--- src/hdl/three_wire_rtc_serial_master_assert.svh ---
// Assertion macros used by the serial master module.
// Each macro expects a clock named aclk and an active-low reset named aresetn.
`ifndef THREE_WIRE_RTC_SERIAL_MASTER_ASSERT_SVH
`define THREE_WIRE_RTC_SERIAL_MASTER_ASSERT_SVH

// The consequent must hold in the same cycle as the antecedent.
`define TWRTC_ASSERT_SAME(label, ante, cons) \
    label: assert property (@(posedge aclk) disable iff (!aresetn) (ante) |-> (cons)) \
        else $error("twrtc assertion failed");

// The consequent must hold in the cycle after the antecedent.
`define TWRTC_ASSERT_NEXT(label, ante, cons) \
    label: assert property (@(posedge aclk) disable iff (!aresetn) (ante) |=> (cons)) \
        else $error("twrtc assertion failed");

`endif

--- src/hdl/twrtc_pkg.sv ---
package twrtc_pkg;

    localparam int BYTE_BITS = 8;
    localparam int HALF_W = 16;
    localparam int BIT_CNT_W = 4;
    localparam logic [BYTE_BITS-1:0] READ_FLAG = 8'h01;
    localparam logic [HALF_W-1:0] HALF_RESET = 16'd200;
    localparam logic [BIT_CNT_W-1:0] LAST_BIT = 4'd15;

    typedef enum logic [1:0] {
        ACT_TICK  = 2'd0,
        ACT_WRITE = 2'd1,
        ACT_READ  = 2'd2
    } action_t;

    typedef enum logic [1:0] {
        PH_IDLE  = 2'd0,
        PH_SETUP = 2'd1,
        PH_LOW   = 2'd2,
        PH_HIGH  = 2'd3
    } phase_t;

    typedef struct packed {
        phase_t                  phase;
        logic [BIT_CNT_W-1:0]    bit_count;
        logic [HALF_W-1:0]       tick_count;
        logic [2*BYTE_BITS-1:0]  shift_out;
        logic [BYTE_BITS-1:0]    shift_in;
        logic                    is_read;
    } twrtc_state_t;

    typedef struct packed {
        logic [BYTE_BITS-1:0] read_data;
        logic                 read_valid;
        logic                 accepted;
        logic                 busy_res;
        logic                 io_drive;
        logic                 io_out;
        logic                 sclk_pin;
        logic                 rst_pin;
    } twrtc_result_t;

endpackage

--- src/hdl/three_wire_rtc_serial_master.sv ---
// Channel   Direction  tdata / tuser contents
// s_ (in)   input      tuser: action; tdata: reg_addr, wr_data, io_in
// m_ (out)  output     tdata: pin levels, busy, accepted, read_valid, read_data
// cfg       input      half_period_ticks, written when cfg_we is high
//
// One word is taken per cycle while s_tready is high; every input word yields exactly one output word.
// The transfer state and the output register advance together in the accepting cycle.
// A stalled output word holds s_tready low only until it is taken (m_tready).
// Reset (aresetn low, synchronous) returns to idle with a half period of 200 ticks.
module three_wire_rtc_serial_master (
    input  logic        aclk,
    input  logic        aresetn,
    input  logic        cfg_we,
    input  logic [15:0] cfg_wdata,
    input  logic        s_tvalid,
    output logic        s_tready,
    // [7:0] reg_addr, [15:8] wr_data, [16] io_in, [23:17] zero
    input  logic [23:0] s_tdata,
    // [1:0] action
    input  logic [1:0]  s_tuser,
    output logic        m_tvalid,
    input  logic        m_tready,
    // [0] rst_pin, [1] sclk_pin, [2] io_out, [3] io_drive, [4] busy_res,
    // [5] accepted, [6] read_valid, [14:7] read_data, [15] zero
    output logic [15:0] m_tdata
);
    import twrtc_pkg::*;

    `include "three_wire_rtc_serial_master_assert.svh"

    logic [HALF_W-1:0] half_reg;
    twrtc_state_t      state_reg;
    twrtc_state_t      state_next;
    twrtc_result_t     out_reg;
    twrtc_result_t     out_next;
    logic              m_valid_reg;
    logic              s_fire;

    assign s_tready = !m_valid_reg || m_tready;
    assign s_fire   = s_tvalid && s_tready;

    twrtc_step u_step (
        .state_i      (state_reg),
        .action_i     (s_tuser),
        .reg_addr_i   (s_tdata[7:0]),
        .wr_data_i    (s_tdata[15:8]),
        .io_in_i      (s_tdata[16]),
        .half_ticks_i (half_reg),
        .state_o      (state_next),
        .result_o     (out_next)
    );

    always_ff @(posedge aclk) begin
        if (!aresetn) begin
            half_reg <= HALF_RESET;
        end else if (cfg_we) begin
            half_reg <= cfg_wdata;
        end
    end

    always_ff @(posedge aclk) begin
        if (!aresetn) begin
            state_reg   <= '{phase: PH_IDLE, default: '0};
            out_reg     <= '0;
            m_valid_reg <= 1'b0;
        end else if (s_fire) begin
            state_reg   <= state_next;
            out_reg     <= out_next;
            m_valid_reg <= 1'b1;
        end else if (m_tready) begin
            m_valid_reg <= 1'b0;
        end
    end

    assign m_tvalid = m_valid_reg;
    assign m_tdata  = {1'b0, out_reg.read_data, out_reg.read_valid, out_reg.accepted,
                       out_reg.busy_res, out_reg.io_drive, out_reg.io_out,
                       out_reg.sclk_pin, out_reg.rst_pin};

    // The final tick of a transfer is still a high clock half.
    `TWRTC_ASSERT_SAME(a_idle_counters_clear, state_reg.phase == PH_IDLE,
        state_reg.bit_count == '0 && state_reg.tick_count == '0)
    `TWRTC_ASSERT_SAME(a_accept_drives_pins, out_reg.accepted,
        out_reg.busy_res && out_reg.rst_pin && out_reg.io_drive && !out_reg.sclk_pin)
    `TWRTC_ASSERT_SAME(a_read_done_is_idle, out_reg.read_valid,
        state_reg.phase == PH_IDLE && out_reg.sclk_pin)
    `TWRTC_ASSERT_NEXT(a_read_sets_flag,
        s_fire && state_reg.phase == PH_IDLE && s_tuser == ACT_READ,
        state_reg.is_read && state_reg.shift_out[0])

endmodule

--- src/hdl/twrtc_step.sv ---
module twrtc_step (
    input  twrtc_pkg::twrtc_state_t  state_i,
    input  logic [1:0]               action_i,
    input  logic [7:0]               reg_addr_i,
    input  logic [7:0]               wr_data_i,
    input  logic                     io_in_i,
    input  logic [15:0]              half_ticks_i,
    output twrtc_pkg::twrtc_state_t  state_o,
    output twrtc_pkg::twrtc_result_t result_o
);
    import twrtc_pkg::*;

    twrtc_state_t  cur;
    twrtc_state_t  nxt;
    twrtc_result_t res;
    logic [HALF_W-1:0] half;
    logic              rx;
    logic              half_done;

    always_comb begin
        half = (half_ticks_i == '0) ? HALF_W'(1) : half_ticks_i;
        cur = state_i;
        res = '0;

        // A command is only taken between transfers.
        if (cur.phase == PH_IDLE &&
            (action_i == ACT_WRITE || action_i == ACT_READ)) begin
            cur.is_read    = (action_i == ACT_READ);
            cur.shift_out  = cur.is_read ? {8'h00, reg_addr_i | READ_FLAG}
                                         : {wr_data_i, reg_addr_i};
            cur.shift_in   = '0;
            cur.bit_count  = '0;
            cur.tick_count = '0;
            cur.phase      = PH_SETUP;
            res.accepted   = 1'b1;
        end

        nxt = cur;
        rx = cur.is_read && cur.bit_count[3];
        half_done = ({1'b0, cur.tick_count} + 17'd1) >= {1'b0, half};

        if (cur.phase != PH_IDLE) begin
            res.rst_pin  = 1'b1;
            res.busy_res = 1'b1;
            res.sclk_pin = (cur.phase == PH_HIGH);
            if (cur.phase == PH_SETUP) begin
                res.io_drive = 1'b1;
            end else if (!rx) begin
                res.io_drive = 1'b1;
                res.io_out   = cur.shift_out[cur.bit_count];
            end

            if (half_done) begin
                nxt.tick_count = '0;
                unique case (cur.phase)
                    PH_SETUP: nxt.phase = PH_LOW;
                    PH_LOW: begin
                        // Sample on the last tick before the clock rises.
                        if (rx) begin
                            nxt.shift_in = cur.shift_in |
                                (BYTE_BITS'(io_in_i) << cur.bit_count[2:0]);
                        end
                        nxt.phase = PH_HIGH;
                    end
                    PH_HIGH: begin
                        if (cur.bit_count == LAST_BIT) begin
                            nxt.bit_count  = '0;
                            nxt.phase      = PH_IDLE;
                            res.read_valid = cur.is_read;
                            res.read_data  = cur.is_read ? cur.shift_in : '0;
                        end else begin
                            nxt.bit_count = cur.bit_count + BIT_CNT_W'(1);
                            nxt.phase     = PH_LOW;
                        end
                    end
                    default: nxt.phase = cur.phase;
                endcase
            end else begin
                nxt.tick_count = cur.tick_count + HALF_W'(1);
            end
        end

        state_o  = nxt;
        result_o = res;
    end

endmodule
--- config.mk ---
export PLATFORM = sky130hd
export DESIGN_NAME = three_wire_rtc_serial_master
export DESIGN_NICKNAME = d
export VERILOG_FILES = /design/src/hdl/twrtc_pkg.sv /design/src/hdl/three_wire_rtc_serial_master.sv /design/src/hdl/twrtc_step.sv
export VERILOG_INCLUDE_DIRS = /design/src /design/src/hdl
export SDC_FILE = /design/constraint.sdc
export NUM_CORES = 1
export LEC_CHECK = 0
export ABC_AREA = 1
export BUFFER_PORTS_ARGS = -buffer_cell sky130_fd_sc_hd__clkbuf_2
export CORE_MARGIN = 2
export CORE_UTILIZATION = 40
export DETAILED_ROUTE_END_ITERATION = 7
export PLACE_DENSITY = 0.7
export SYNTH_ARGS = -nofsm -noshare
export SYNTH_HDL_FRONTEND = slang
export SYNTH_SLANG_ARGS = --single-unit
--- constraint.sdc ---
create_clock -name aclk -period 10.65 [get_ports aclk]
set_clock_uncertainty 0.2 [all_clocks]
set_input_delay 1.5975 -clock aclk [delete_from_list [all_inputs] [get_ports aclk]]
set_output_delay 1.5975 -clock aclk [all_outputs]
set_load 0.02 [all_outputs]
-- Word-level counts from Yosys, hierarchy flattened
Cells that the tools add are included.
- flip-flop bits (word level): 79
- bits in latches: 0
- memory bits (writable): 0
- bits in read-only memories: 0
- bits of input ports: 47
- output and inout port bits: 18
- logic and storage cells: 66
- memories: 0
- add/subtract/negate cells: 3
- multipliers: 0
- divide/modulo/power cells: 0
- $lt $le $gt $ge: 2
- equal/unequal tests: 6
- shift-type cells: 1
- mux-type cells: 27
- bitwise operators: 1
- reduce and logical (&&, ||, !) cells: 10
- operators by type and width (cell ; number):
    $mux W16 ; 3
    $mux W47 ; 1
    $mux W8 ; 5
    $mux W9 ; 4
    $mux W22 ; 1
    $add A16 B1 Y17 const B ; 1
    $ge A17 B16 Y1 ; 1
    $add A16 B1 Y16 const B ; 1
    $logic_not A16 Y1 ; 1
    $mux W6 ; 2
    $or A8 B8 Y8 ; 1
    $shl A1 B3 Y8 ; 1
    $eq A2 B2 Y1 const B ; 3
    $mux W1 ; 6
    $pmux W2 S3 ; 1
    $lt A4 B5 Y1 const B ; 1
    $mux W5 ; 1
    $add A4 B1 Y4 const B ; 1
    $bmux W1 S4 ; 1
    $eq A2 B1 Y1 const B ; 2
    $eq A4 B4 Y1 const B ; 1
    $mux W4 ; 1
    $reduce_bool A2 Y1 ; 2
    $logic_and A1 B1 Y1 ; 3
    4 further kinds ; 5

-- Depth between registers and ports, before layout
Gate-level depths: netlist (run 1).
- depth after elaboration: 10
- depth in mapped cells: 29
- depth with buffers taken out: 27

-- Hierarchy
A second synthesis (run 1) with hierarchy kept.
- cells, all modules: 935
- area, all modules: 5670.4 um^2
- by module, submodules not included (module ; times used ; cells an instance ; area each (um^2) ; seq. area each (um^2)):
    three_wire_rtc_serial_master ; 1 ; 482 ; 3438.3 ; 1581.5
    twrtc_step ; 1 ; 453 ; 2232.1 ; 0.0

-- Worst setup path after synthesis (run 1)
Ideal clock, no wire load.
- kind: input to register
- start: in s_tuser[0]
- end: reg state_reg[28] in the netlist's numbering
- library setup time: 0.070 ns
- arrival time: 4.680 ns
- data required time: 10.380 ns
- path slack: 5.699 ns
- stages on the path: 25
- path buffers: 2
- cells stage by stage: inv_1 ha_1 inv_1 nand3_4 inv_6 buf_6 nor2_1 ha_1 nand4_1 nor2_2 nand3_1 xnor2_1 ha_1 a21oi_1 nor3_1 nor3_1 nand2_1 nand2_1 nand2_1 nand2_1 nand2_4 nor2_4 buf_6 nand2_1 a21oi_1
- longest elaborated chain between the ends: 8
- elaborated cells between the ends (all ways): 11
- those cells by class: 2 x add/sub; 1 x order compare; 2 x eq/ne; 3 x mux; 3 x reduce/logical
- ends and longest elaborated chain (element ; RTL line ; RTL):
    from (decl) ; three_wire_rtc_serial_master.sv:20 ; input logic [1:0] s_tuser,
    $eq A2 B1 Y1 / $eq A2 B2 Y1 (equally long branches) ; twrtc_step.sv:27 ; (action_i == ACT_WRITE || action_i == ACT_READ)) begin
    $logic_or A1 B1 Y1 * ; twrtc_step.sv:27 ;
    $logic_and A1 B1 Y1 * ; twrtc_step.sv:26 ; if (cur.phase == PH_IDLE &&
    $mux W47 * ; twrtc_step.sv:26 ;
    $add A16 B1 Y17 ; twrtc_step.sv:40 ; half_done = ({1'b0, cur.tick_count} + 17'd1) >= {1'b0, half};
    $ge A17 B16 Y1 ; twrtc_step.sv:40 ;
    $mux W16 ; twrtc_step.sv:53 ; if (half_done) begin
    $mux W22 * ; twrtc_step.sv:42 ; if (cur.phase != PH_IDLE) begin
    to (signal assigned) ; three_wire_rtc_serial_master.sv:67 ; state_reg <= state_next;
    to (decl) ; three_wire_rtc_serial_master.sv:32 ; twrtc_state_t state_reg;
Every way passes the cells marked *; elsewhere a longest branch is shown, timed or not.
A chain may end at the register's enable or synchronous reset.

-- Final worst setup path (run 1)
- start: in s_tuser[0]
- end: reg state_reg[25] in the netlist's numbering
Same word-level chain as after synthesis.

==> out/metrics.cfg, run 1 <==
[status]
outcome=finished clean

[drt]
drt-total-wl_mm=9.66
detail_route.first_pass.iterations=4
via_count=3998
detail_route.vias_per_cell=5.15
wl_per_cell_um=12.4
initialDrtViolationCount=262
detail_route_antenna_nets=0
route.detailed.drc=0

[floorplan]
rows=37
area_of_the_die_mm2=0.0115
core_area_mm2=0.0103
chipHeight_um=107
num_io_pins=65
start_util=0.413
die_w_um=107

[synthesis]
post_synth_adder_cell_area=0.0558
ys_seq_elements=78
synth_compound_gate_area_share=0.157
synthSimpleGateAreaFrac=0.294
syn_area_per_cell_um2=7.17
synth_top_family_by_area=simple AND/OR/NAND/NOR gates
yosysUniqueCellTypes=42
yosys_most_used_dff=sky130_fd_sc_hd__dfxtp_1
synth_xor_area_frac=0.0267
area_of_the_mapped_netlist_mm2=0.00426
synth_fp_nets=660
muxShareOfSynthArea=0
synthesis.instances=594
post_synth_edffs=0
synth_sequential_area_ratio=0.366
synth-warning-count=0
asyncSetResetFlopFracSynth=0

[flow_run]
max_cap_viol_count=0

[setup_path]
timing.critical_path.from=s_tuser[0]
worst-setup-path-type=primary input to flop
path_max_fanout=24
crit_required_ns=10.75
regToRegSetupSlack_ns=6.18
rr_startpoint=state_reg[46]
timing.critical_path.arrival_ns=5.75
timing.critical_path.from_type=primary input
cp-end-kind=flop

[sta]
holdWs_ns=0.253
rsz0062_at_grt=false
final_critical_path_time_including_i_o_delays_and_setup_ns=5.65
fin_tns_setup_ns=0
slack_of_the_critical_path_ns=5.00
worst_pin_slew_ns=0.849
max-slew-margin-rel=0.432
clock.fmax_mhz=177
max_transition_viols_final=0
timing.final.hold_violations=0
setup_viol=0
min_period_over_period=0.531

[finish]
num-fill-cells=1031
final_common_cell=sky130_fd_sc_hd__nand2_1
final_nets=702
post_route_cells_drive_above_1_share=0.161
area_growth_pct=11.9
largest_register_ff_count=47
layout_common_cells=123 x sky130_fd_sc_hd__nand2_1, 78 x sky130_fd_sc_hd__dfxtp_1, 76 x sky130_fd_sc_hd__a21oi_1
antennaDiodeCount=0

[clock_network]
numCtsBuffers=9
worstSkewPairLatency_ns=0.37
clock_tree_from_tritoncts=done
cts.root.buffer_cell=sky130_fd_sc_hd__clkbuf_8
post-cts-setup-buffer-count=0
htree_levels=3
postCtsHoldBufs=0
clkSinkCount=78
clk_pin_slew_worst_paths_ns=0.09
cts-resized-gates=0
cts_max_path_buffers=2

[power]
power.density_mw_per_mm2=132
ir_worst_vdd_mv=0.0765
leakagePower_uw=0.00199

[grt]
gr-usage-all-layers=0.173
global_route.usage.met1=0.203
antenna_found_initial=0
via_count_of_the_first_global_routing_pass=3666
grt_max_degree=58
grt-ovfl-total=0
grt_first_pass_wirelength_mm=16.1
grt_use_met2=0.297
gr-max-usage-layer=met2
groute.layer.met3.usage=0.0474

[placement]
dp.final_hpwl_mm=6.82
pre_cts_slack_ns=4.64
routabilityCongestion=0.899
placement.io_buffers=56

[hold_path]
worst_hold_startpoint=state_reg[11]
hp-class=flop to flop

## power by group
group / internal (µW) / switching [µW]
registers: 303 / 5.91
logic: 26.5 / 59.0
clock network: 112 / 122
total: 442 / 187
## cell usage after synthesis, types with 2 or more instances
cell type                  instances  area share
sky130_fd_sc_hd__inv_1            62       0.055
sky130_fd_sc_hd__nor2_1           46       0.041
sky130_fd_sc_hd__clkinv_1          3      0.0026
sky130_fd_sc_hd__nand3_1          30       0.035
sky130_fd_sc_hd__nand4_1          24       0.035
sky130_fd_sc_hd__nand2_2           7       0.010
sky130_fd_sc_hd__o211ai_1          2      0.0035
sky130_fd_sc_hd__o221ai_1          2      0.0041
sky130_fd_sc_hd__a211oi_1          3      0.0053
sky130_fd_sc_hd__o21ai_0          36       0.042
sky130_fd_sc_hd__buf_2             2      0.0023
sky130_fd_sc_hd__nand3_4           2      0.0082
sky130_fd_sc_hd__ha_1             19       0.056
sky130_fd_sc_hd__clkbuf_1         15       0.013
sky130_fd_sc_hd__buf_4             3      0.0053
sky130_fd_sc_hd__inv_2             2      0.0018
sky130_fd_sc_hd__xor2_1           10       0.021
sky130_fd_sc_hd__nor4_1            5      0.0073
sky130_fd_sc_hd__a21oi_1          76       0.089
sky130_fd_sc_hd__nor2_4            4       0.011
sky130_fd_sc_hd__nand2_1         123        0.11
sky130_fd_sc_hd__nor3_1            9       0.011
sky130_fd_sc_hd__dfxtp_1          78        0.37
sky130_fd_sc_hd__nor2_2            7       0.010
sky130_fd_sc_hd__buf_6             5       0.013
sky130_fd_sc_hd__xnor2_1           3      0.0062
## path summary, 6_finish.rpt
path	to	cells past startpoint
worst max register to register	state_reg[25]	21
worst max-delay path	state_reg[25]	24
worst min register to register	state_reg[11]	2
worst min-delay path	state_reg[11]	2
## cell families after synthesis
| group | count (synthesis) |
|---|---|
| and+or+nand+nor | 263 |
| xor gates and xnor gates | 13 |
| adders and majority gates | 19 |
| buffers and inverters | 95 |
| other | 1 |
| AOI/OAI and AO/OA | 125 |
| DFF | 78 |
## critical path: stages
cell and delay [ns]:
sky130_fd_sc_hd__clkbuf_2 0.07, sky130_fd_sc_hd__inv_1 0.03, sky130_fd_sc_hd__ha_1 0.26, sky130_fd_sc_hd__inv_1 0.08, sky130_fd_sc_hd__nand3_4 0.30, sky130_fd_sc_hd__inv_6 0.14
sky130_fd_sc_hd__nor2_1 0.19, sky130_fd_sc_hd__ha_1 0.21, sky130_fd_sc_hd__nand4_1 0.19, sky130_fd_sc_hd__nor2_2 0.28, sky130_fd_sc_hd__nand3_1 0.13, sky130_fd_sc_hd__xnor2_1 0.25
sky130_fd_sc_hd__ha_1 0.29, sky130_fd_sc_hd__a21oi_1 0.16, sky130_fd_sc_hd__nor3_1 0.06, sky130_fd_sc_hd__nor3_1 0.12, sky130_fd_sc_hd__nand2_1 0.07, sky130_fd_sc_hd__nand2_1 0.05
sky130_fd_sc_hd__nand2_1 0.04, sky130_fd_sc_hd__nand2_1 0.25, sky130_fd_sc_hd__nand2_4 0.25, sky130_fd_sc_hd__nor2_4 0.37, sky130_fd_sc_hd__o21ai_0 0.15, sky130_fd_sc_hd__a21oi_1 0.14
## area by class of cell
class	count	area, µm²	share of cell area
clock buffers	9	124	0.0260
inverters	68	260	0.0546
flip-flops and latches	78	1560	0.328
repair buffers	58	295	0.0619
multi-input cells	421	2280	0.477
clock inverters	7	80.1	0.0168
well taps	136	170	0.0357
## stage by stage
stage	cell area (µm²)	utilization	total power, µW	instances
finish	4770	0.462	629	777
detailed placement	4560	0.442	401	761
global route	4770	0.462	655	777
floorplan	4260	-	382	594
CTS	4770	0.462	633	777
global placement	4560	0.442	399	761
## metal layers
metal,up-vias,share of wire
li1,2062,-
met1,1824,0.45
met2,99,0.49
met3,13,0.053
met4,0,0.013
met5,-,0
Note: power is estimated with default switching activity, not from simulation.
==> run 2: changes to the inputs <==
--- a/config.mk
+++ b/config.mk
@@ -6,7 +6,7 @@
 export SDC_FILE = /design/constraint.sdc
 export NUM_CORES = 1
 export LEC_CHECK = 0
-export ABC_AREA = 1
+export ABC_AREA = 0
 export BUFFER_PORTS_ARGS = -buffer_cell sky130_fd_sc_hd__clkbuf_2
 export CORE_MARGIN = 2
 export CORE_UTILIZATION = 40
==> constraint.sdc (replaced) <==
create_clock -name aclk -period 5.2 [get_ports aclk]
set_clock_uncertainty 0.2 [all_clocks]
set_input_delay 0.78 -clock aclk [delete_from_list [all_inputs] [get_ports aclk]]
set_output_delay 0.78 -clock aclk [all_outputs]
set_load 0.02 [all_outputs]
==> run 2 against run 1 <==
Combinational power up 53%. Non-clock buffer count up 3. Worst hold slack better by 0.0036 ns. Clock power up 120%. Utilization up 0.54 points. Register-to-register slack worse by 5.4 ns. Via count down 15%. Critical endpoint is now state_reg[2]. Largest cell class unchanged. Highest routed layer unchanged.
==> out/metrics.cfg, run 2 <==
[setup_path]
critical_path.endpoint=state_reg[2]
timing.critical_path.arrival_ns=4.71
worst_r2r_path_depth=16
worst-setup-path-type=primary input to flop
timing.critical_path.from=s_tuser[0]
rr_startpoint=state_reg[46]
cp-end-kind=flop
path_max_fanout=35
regToRegSetupSlack_ns=0.79
crit_required_ns=5.31
timing.critical_path.from_type=primary input
timing.rr.end=state_reg[2]

[sta]
slack_of_the_critical_path_ns=0.598
rsz0062_at_grt=false
timing.final.hold_violations=0
worst_pin_slew_ns=1.16
final_critical_path_time_including_i_o_delays_and_setup_ns=4.60
fin_tns_setup_ns=0
clock.fmax_mhz=217
holdWs_ns=0.256
min_period_over_period=0.885
max_transition_viols_final=0
max-slew-margin-rel=0.224
setup_viol=0

[drt]
detail_route.vias_per_cell=5.22
route.detailed.drc=0
wl_per_cell_um=12.9
detail_route_antenna_nets=0
drt-total-wl_mm=8.44
via_count=3414
initialDrtViolationCount=177
detail_route.first_pass.iterations=4

[synthesis]
synthMostInstantiatedCell=sky130_fd_sc_hd__dfxtp_1
synth_sequential_area_ratio=0.396
synth-warning-count=0
yosysUniqueCellTypes=55
ys_seq_elements=78
syn_area_per_cell_um2=8.30
synth_top_area_frac=0.396
asyncSetResetFlopFracSynth=0
synthesis.instances=475
yosys_most_used_dff=sky130_fd_sc_hd__dfxtp_1
synth_fp_nets=541
netlist_top_cells_area=sky130_fd_sc_hd__dfxtp_1 40%, sky130_fd_sc_hd__nand2_1 6.9%, sky130_fd_sc_hd__ha_1 6.0%, sky130_fd_sc_hd__a21oi_1 6.0%, sky130_fd_sc_hd__nor2_1 4.3%
yosysTopAreaCell=sky130_fd_sc_hd__dfxtp_1
area_of_the_mapped_netlist_mm2=0.00394
synth_commonest_cells=78 x sky130_fd_sc_hd__dfxtp_1, 72 x sky130_fd_sc_hd__nand2_1, 47 x sky130_fd_sc_hd__a21oi_1
post_synth_edffs=0

[clock_network]
numCtsBuffers=9
htree_levels=3
clk_pin_slew_worst_paths_ns=0.08
worstSkewPairLatency_ns=0.36
postCtsHoldBufs=0
cts_max_path_buffers=2
post-cts-setup-buffer-count=0
cts-resized-gates=0
cts.root.buffer_cell=sky130_fd_sc_hd__clkbuf_8
clock_tree_from_tritoncts=done
clkSinkCount=78

[power]
power.density_mw_per_mm2=280
power_frac_clock=0.401
pwr-share-comb=0.103
cell_internal_pwr_uw=950
power.share.sequential=0.496
leakagePower_uw=0.00182
power.switching_uw=316
ir_worst_vdd_mv=0.123
proportion_of_total_power_due_to_net_switching=0.250

[grt]
antenna_found_initial=0
grt_max_degree=56
gr-usage-all-layers=0.167
via_count_of_the_first_global_routing_pass=3154
grt_first_pass_wirelength_mm=14.1
grt-ovfl-total=0

[placement]
dp.final_hpwl_mm=5.97
routabilityCongestion=0.854
postPlaceCellArea_mm2=0.00430
placement.io_buffers=56
pre_cts_slack_ns=0.268

[floorplan]
area_of_the_die_mm2=0.0107
chipHeight_um=103
num_io_pins=65
core_area_mm2=0.00968
die_w_um=103
rows=36
start_util=0.407

[finish]
antennaDiodeCount=0
largest_register_ff_count=47
layout.cell_area.non_filler_mm2=0.00452
post_route_cells_drive_above_1_share=0.165
area_growth_pct=14.7
layout_common_cells=78 x sky130_fd_sc_hd__dfxtp_1, 72 x sky130_fd_sc_hd__nand2_1, 56 x sky130_fd_sc_hd__clkbuf_2
num-fill-cells=914
final_nets=582
final_common_cell=sky130_fd_sc_hd__dfxtp_1

[status]
outcome=finished clean

[hold_path]
hp-class=flop to flop

[flow_run]
max_cap_viol_count=0

==> run 2: cell count changes in the layout (fill, tap and decap cells not counted), sizes merged, moves of 7 or more <==
cell	before	now
nand2	131	72
inv	69	21
a21oi	76	47
o21ai	36	11
nand4	25	5
mux2i	0	16
a22o	0	12
nor2	57	45
nand3	33	26
==> run 2: cell type report <==
| class | instances | area [µm²] | share of cell area |
|---|---|---|---|
| timing repair buffer | 61 | 330 | 0.0730 |
| inverter | 21 | 78.8 | 0.0174 |
| clock inverter | 5 | 82.6 | 0.0183 |
| sequential | 78 | 1560 | 0.345 |
| multi-input combinational | 345 | 2160 | 0.478 |
| tap | 133 | 166 | 0.0368 |
| clock buffer | 11 | 141 | 0.0313 |
==> run 2: critical path, stage by stage <==
cell and delay, ns:
sky130_fd_sc_hd__clkbuf_2 0.07, sky130_fd_sc_hd__inv_1 0.03, sky130_fd_sc_hd__ha_1 0.32, sky130_fd_sc_hd__or3_4 0.23, sky130_fd_sc_hd__and2_1 0.21, sky130_fd_sc_hd__ha_1 0.22, sky130_fd_sc_hd__nand3_2 0.17, sky130_fd_sc_hd__nor3_2 0.31
sky130_fd_sc_hd__nand4_1 0.15, sky130_fd_sc_hd__xor2_1 0.16, sky130_fd_sc_hd__nor2_1 0.08, sky130_fd_sc_hd__ha_1 0.30, sky130_fd_sc_hd__nand3_1 0.09, sky130_fd_sc_hd__nor3_1 0.33, sky130_fd_sc_hd__o311ai_0 0.22, sky130_fd_sc_hd__and4_1 0.26
sky130_fd_sc_hd__buf_12 0.17, sky130_fd_sc_hd__nor4b_1 0.40, sky130_fd_sc_hd__a22o_1 0.18
==> run 2: power groups by stage <==
stage / Clock, µW / Combinational, µW / Sequential [µW]
floorplan: 0 / 91.1 / 641
global placement: 0 / 128 / 642
detailed placement: 0 / 132 / 642
CTS: 519 / 132 / 628
global route: 539 / 148 / 631
finish: 507 / 131 / 628
==> run 2: through the flow <==
| step | total power [µW] | std cells | utilization |
|---|---|---|---|
| after floorplan | 732 | 475 | - |
| after global placement | 770 | 638 | 0.444 |
| after detailed placement | 774 | 638 | 0.444 |
| after CTS | 1280 | 654 | 0.467 |
| after global routing | 1320 | 654 | 0.467 |
| final | 1270 | 654 | 0.467 |
==> run 2: cells by family after synthesis <==
logic type / count (synthesis) / synth area share
AO/OA/AOI/OAI: 97 / 0.161
flip-flops: 78 / 0.396
multiplexers: 19 / 0.0577
buffers and inverters: 52 / 0.0555
adder cells (fa/ha/maj): 19 / 0.0603
AND/OR/NAND/NOR: 197 / 0.241
XOR/XNOR: 12 / 0.0266
other: 1 / 0.000951
==> run 2: routing by layer <==
layer | wire length (µm) | global-route usage
met5 | 0 | 0
met4 | 222 | 0.0951
met3 | 223 | 0.0222
met2 | 3900 | 0.265
met1 | 4090 | 0.218
==> run 2: worst min-delay path by stage <==
stage                              from       endpoint  cells after the start  slack (ns)
final                      state_reg[7]   state_reg[7]                      2        0.26
after global placement       m_tdata[6]     m_tdata[6]                      1        0.23
after floorplan            state_reg[1]   state_reg[1]                      2        0.23
after detailed placement   state_reg[7]   state_reg[7]                      2        0.24
after CTS                 state_reg[18]  state_reg[18]                      2        0.26
after global routing      state_reg[24]  state_reg[24]                      2        0.27
